`src/design/chm_pkg.sv`:
```
// Shared constants, request codes and the prime table of the chained hash map engine.
// No dependencies; the top level and chm_hash import this package.
`default_nettype none
package chm_pkg;

  localparam int PRIME_W = 20;
  localparam int LVL_W = 4;
  localparam int KEY_W = 32;

  localparam logic [2:0] REQ_SET   = 3'd0;
  localparam logic [2:0] REQ_GET   = 3'd1;
  localparam logic [2:0] REQ_TAKE  = 3'd2;
  localparam logic [2:0] REQ_DEL   = 3'd3;
  localparam logic [2:0] REQ_CLEAR = 3'd4;

  localparam logic [31:0] MIX_MULT = 32'h27d4eb2d;
  localparam logic [31:0] MIX_SEED = 32'd61;

  // Prime bucket count of each size level.
  function automatic logic [PRIME_W-1:0] prime_at(input logic [LVL_W-1:0] lvl);
    logic [PRIME_W-1:0] p;
    case (lvl)
      4'd0:    p = 20'd13;
      4'd1:    p = 20'd31;
      4'd2:    p = 20'd61;
      4'd3:    p = 20'd127;
      4'd4:    p = 20'd251;
      4'd5:    p = 20'd509;
      4'd6:    p = 20'd1021;
      4'd7:    p = 20'd2039;
      4'd8:    p = 20'd4093;
      4'd9:    p = 20'd8191;
      4'd10:   p = 20'd16381;
      4'd11:   p = 20'd32749;
      4'd12:   p = 20'd65521;
      4'd13:   p = 20'd131071;
      4'd14:   p = 20'd262139;
      default: p = 20'd524287;
    endcase
    return p;
  endfunction

endpackage
`default_nettype wire

```
`src/design/chm_hash.sv`:
```
// Multi-cycle key hash: 32-bit integer mix, then a bit-serial modulo by a prime.
// Depends on chm_pkg for the mix constants.
`default_nettype none
module chm_hash
  import chm_pkg::*;
#(
  parameter int DIV_W = 11
) (
  input  wire logic             clk,
  input  wire logic             rst,
  input  wire logic             start,
  input  wire logic [KEY_W-1:0] key,
  input  wire logic [DIV_W-1:0] divisor,
  output logic                  done,
  output logic      [DIV_W-1:0] rem
);

  typedef enum logic [1:0] {H_IDLE, H_MUL, H_FIN, H_DIV} hstate_t;

  hstate_t          state;
  logic [31:0]      x;
  logic [31:0]      q;
  logic [DIV_W-1:0] d;
  logic [4:0]       cnt;
  logic [31:0]      mix_a, mix_b, mix_c;
  logic [DIV_W:0]   trial;

  always_comb begin
    mix_a = (key ^ MIX_SEED) ^ (key >> 16);
    mix_b = mix_a + (mix_a << 3);
    mix_c = mix_b ^ (mix_b >> 4);
    trial = {rem, q[31]};
  end

  always_ff @(posedge clk) begin
    if (rst) begin
      state <= H_IDLE;
      done  <= 1'b0;
    end else begin
      done <= 1'b0;
      case (state)
        H_IDLE: begin
          if (start) begin
            x     <= mix_c;
            d     <= divisor;
            state <= H_MUL;
          end
        end
        H_MUL: begin
          x     <= x * MIX_MULT;
          state <= H_FIN;
        end
        H_FIN: begin
          q     <= x ^ (x >> 15);
          rem   <= '0;
          cnt   <= '0;
          state <= H_DIV;
        end
        H_DIV: begin
          // Restoring remainder, one dividend bit per cycle, MSB first.
          if (trial >= {1'b0, d}) begin
            rem <= DIV_W'(trial - {1'b0, d});
          end else begin
            rem <= trial[DIV_W-1:0];
          end
          q   <= q << 1;
          cnt <= cnt + 5'd1;
          if (cnt == 5'd31) begin
            done  <= 1'b1;
            state <= H_IDLE;
          end
        end
        default: state <= H_IDLE;
      endcase
    end
  end

endmodule
`default_nettype wire
```
`config.mk`:
```
export PLATFORM = sky130hd
export DESIGN_NAME = chm_hash
export DESIGN_NICKNAME = d
export VERILOG_FILES = /design/src/design/chm_pkg.sv /design/src/design/chm_hash.sv
export SDC_FILE = /design/constraint.sdc
export NUM_CORES = 1
export LEC_CHECK = 0
export BUFFER_PORTS_ARGS = -buffer_cell sky130_fd_sc_hd__buf_2
export CORE_ASPECT_RATIO = 0.5
export CORE_MARGIN = 8
export CORE_UTILIZATION = 65
export CTS_CLUSTER_SIZE = 28
export DETAILED_ROUTE_END_ITERATION = 16
export PLACE_DENSITY = 0.93
export SLEW_MARGIN = 20
export SYNTH_ARGS = -nofsm -noshare
export SYNTH_HDL_FRONTEND = slang
export SYNTH_SLANG_ARGS = --single-unit
```
`constraint.sdc`:
```
create_clock -name clk -period 8.15 [get_ports clk]
set_input_delay 0.815 -clock clk [delete_from_list [all_inputs] [get_ports clk]]
set_output_delay 0.815 -clock clk [all_outputs]
set_load 0.1 [all_outputs]
```
==> results.cfg <==
[detailed_routing]
drt_iter0_drc = 1472
vias_per_cell = 6.075
drt_first_pass_iters = 6
vias = 11834
drc = 0
wl_per_cell_um = 23.86
ant_nets = 0
routed_wl_mm = 46.48

[critical_path]
r2r_cells = 24
cp_slowest_cell = edfxtp_1
cp_data_arrival_time_ns = 7.86
path_cells = ha_1 > xor2_1 > ha_1 > a21oi_1 > fa_1 > fa_1 > inv_1 > fa_1 > inv_1 > fa_1 > inv_1 > fa_1 > inv_1 > fa_1 > inv_1 > ha_1 > and3_1 > a221o_1 > a31oi_1 > o311ai_1 > a31oi_1 > a21oi_1 > nor4_1 > o22ai_1
path_depth = 24
timing.rr.start = x[5]
cp_common_cell = fa_1
cpPeakStageDelay_ns = 0.63
critPathRequiredTime_ns = 8.24
crit_buf_inv = 5
crit_fanout = 10
crit_path_end_kind = register
start_kind = register
path_delay_family = adder cells
worstSetupPathType = reg -> reg
critPathLaunch = x[5]

[clock_tree]
cts-root-buf = clkbuf_16
cts_resized = 0
clk_latency_ns = 0.35
numCtsBuffers = 9
clk_transition_reported_paths_ns = 0.07
cts_hold_buffers = 0
cts_buffer_depth = 2
cts_sinks = 94
cts_setup_buffers = 0
cts_max_level = 3
cts_tree = built

[final_layout]
drive_gt1_share_pct = 7.716
syn_to_final_growth_pct = 6.787
nets = 2116
stdcell_area_sq_mm = 0.01652
antenna_cells = 0

[yosys]
synthFlopType = edfxtp_1
yosys_warnings = 0
yosysMostFrequentCell = inv_1
async_flop_share_pct = 0
syn_area_sq_mm = 0.01547
synth_largest_area_cell = fa_1
synth_cell_types = 66
avgSynthCellArea_sq_um = 9.883
synth_top_area_share_pct = 26.02
synth_seq_cells = 94
yosysSeqAreaShare_pct = 18.06
synth_edf_count = 91
syn-num-nets = 2052
synth_top_cells_by_count = inv_1, ha_1, fa_1
synthCells = 1565
synthTopCellsByArea = fa_1, ha_1, edfxtp_1

[timing]
tightest_slew_ns = 1.032
clock.fmax_ghz = 0.1286
setup_violations = 0
fin_worst_skew_ns = 0.01030
fin_crit_sh_pct = 95.40
maxSlewViolCount = 0
period_needed_ns = 7.775
finalSetupTns_ns = 0
rsz0062_at_grt = false
relSlewSlack_pct = 30.96
hold_violations = 0

[worst_hold_path]
hp-start = q[14]
holdPathStages = 2
hold_class = reg -> reg

[global_routing]
grt_pass1_wl_mm = 71.26
track_usage_pct = 32.38
grt-ovfl-total = 0
grt_use_met2_pct = 42.76
grt.met1_usage_pct = 47.01
top_usage_layer = met1
use_met3_pct = 16.86
grt_pass1_vias = 12067
grt_max_degree = 59
antenna_found_initial = 0

[placed_design]
routabilityCongestion = 1.063
io_buffer_count = 57
hpwlAfterDp_mm = 40.05
placed_cell_area_sq_mm = 0.01620

[floorplanning]
row_count = 40
die_w_um = 234.2
die_area_sq_mm = 0.02929
initial_core_util_pct = 65.34
core_area_sq_mm = 0.02367
chipHeight_um = 125.1
io_pins = 58

[run_status]
status = finished, final reports clean

[job]
cap_violations = 0
==> worst reg2reg max path, cell delays in order, from the launching register on <==
cell and delay, ns:
edfxtp_1 0.63, ha_1 0.32, xor2_1 0.21, ha_1 0.21, a21oi_1 0.25, fa_1 0.50, fa_1 0.56, inv_1 0.06
fa_1 0.51, inv_1 0.05, fa_1 0.48, inv_1 0.06, fa_1 0.57, inv_1 0.07, fa_1 0.55, inv_1 0.05
ha_1 0.35, and3_1 0.23, a221o_1 0.32, a31oi_1 0.29, o311ai_1 0.25, a31oi_1 0.42, a21oi_1 0.19, nor4_1 0.27
o22ai_1 0.13
==> cells by family (layout without fill, tap and decap cells) <==
family	count (synthesis)	in the layout	share of synthesized area, %
adders and majority gates	441	441	45.43
buffers and inverters	406	474	9.917
AOI/OAI and AO/OA	246	246	10.13
and+or+nand+nor	214	214	6.658
xor gates and xnor gates	142	142	8.267
DFF	94	94	18.06
muxes	22	22	1.545
==> layer usage <==
metal / vias up / wire length [um]
li1: 5209 / -
met1: 5744 / 19560
met2: 803 / 18090
met3: 76 / 8134
met4: 2 / 605
met5: - / 92
==> metrics by stage <==
step | worst slack (ns) | cells | hold slack, ns | utilization [%]
after detailed placement | 0.5374 | 1933 | 0.5202 | 68.42
after global placement | 0.8294 | 1933 | 0.5064 | 68.42
after global routing | 0.07218 | 1948 | 0.5686 | 69.77
final | 0.3747 | 1948 | 0.5326 | 69.77
after floorplan | 1.287 | 1565 | 0.5000 | -
after CTS | 0.5132 | 1948 | 0.5336 | 69.77
==> worst paths after layout <==
path | slack (ns) | endpoint
setup / recovery | 0.37 | x[31]
hold / removal | 0.53 | q[15]
setup reg to reg | 0.37 | x[31]
hold reg to reg | 0.53 | q[15]
==> flip-flops by register name, summed over array words and instances (netlist names) <==
name,flops
q,32
x,32
d,11
rem,11
cnt,5
state,2
done,1
==> cells in the final DEF (no fill, tap or decap), types with 7 or more instances in the layout <==
master	Yosys	layout
inv_1	386	386
ha_1	240	238
fa_1	201	201
xnor2_1	92	92
edfxtp_1	91	91
nand2_1	65	65
o21ai_0	60	60
buf_2	0	57
nor2_1	56	55
a21oi_1	52	51
xor2_1	47	47
a21o_1	21	21
nand3_1	20	20
o21ai_1	19	19
buf_4	0	16
nor3_1	15	15
mux2_2	15	15
a211oi_1	13	13
o21a_1	12	12
and2_1	9	9
nand2b_1	9	9
clkbuf_16	0	9
or2_2	8	8
a211o_1	8	8
a31oi_1	8	8
mux2i_1	7	7
==> layout make-up <==
| class | count | area (sq um) |
|---|---|---|
| inverter | 386 | 1449 |
| clock buffer | 9 | 225.2 |
| multi-input combinational | 1065 | 11160 |
| timing repair buffer | 73 | 405.4 |
| clock inverter | 6 | 93.84 |
| tap | 315 | 394.1 |
| sequential | 94 | 2793 |
| fill | 1753 | 7156 |
Power is left out: the tool's default activity adds up to more than one toggle a clock period on the data nets, which glitch-free logic cannot reach.
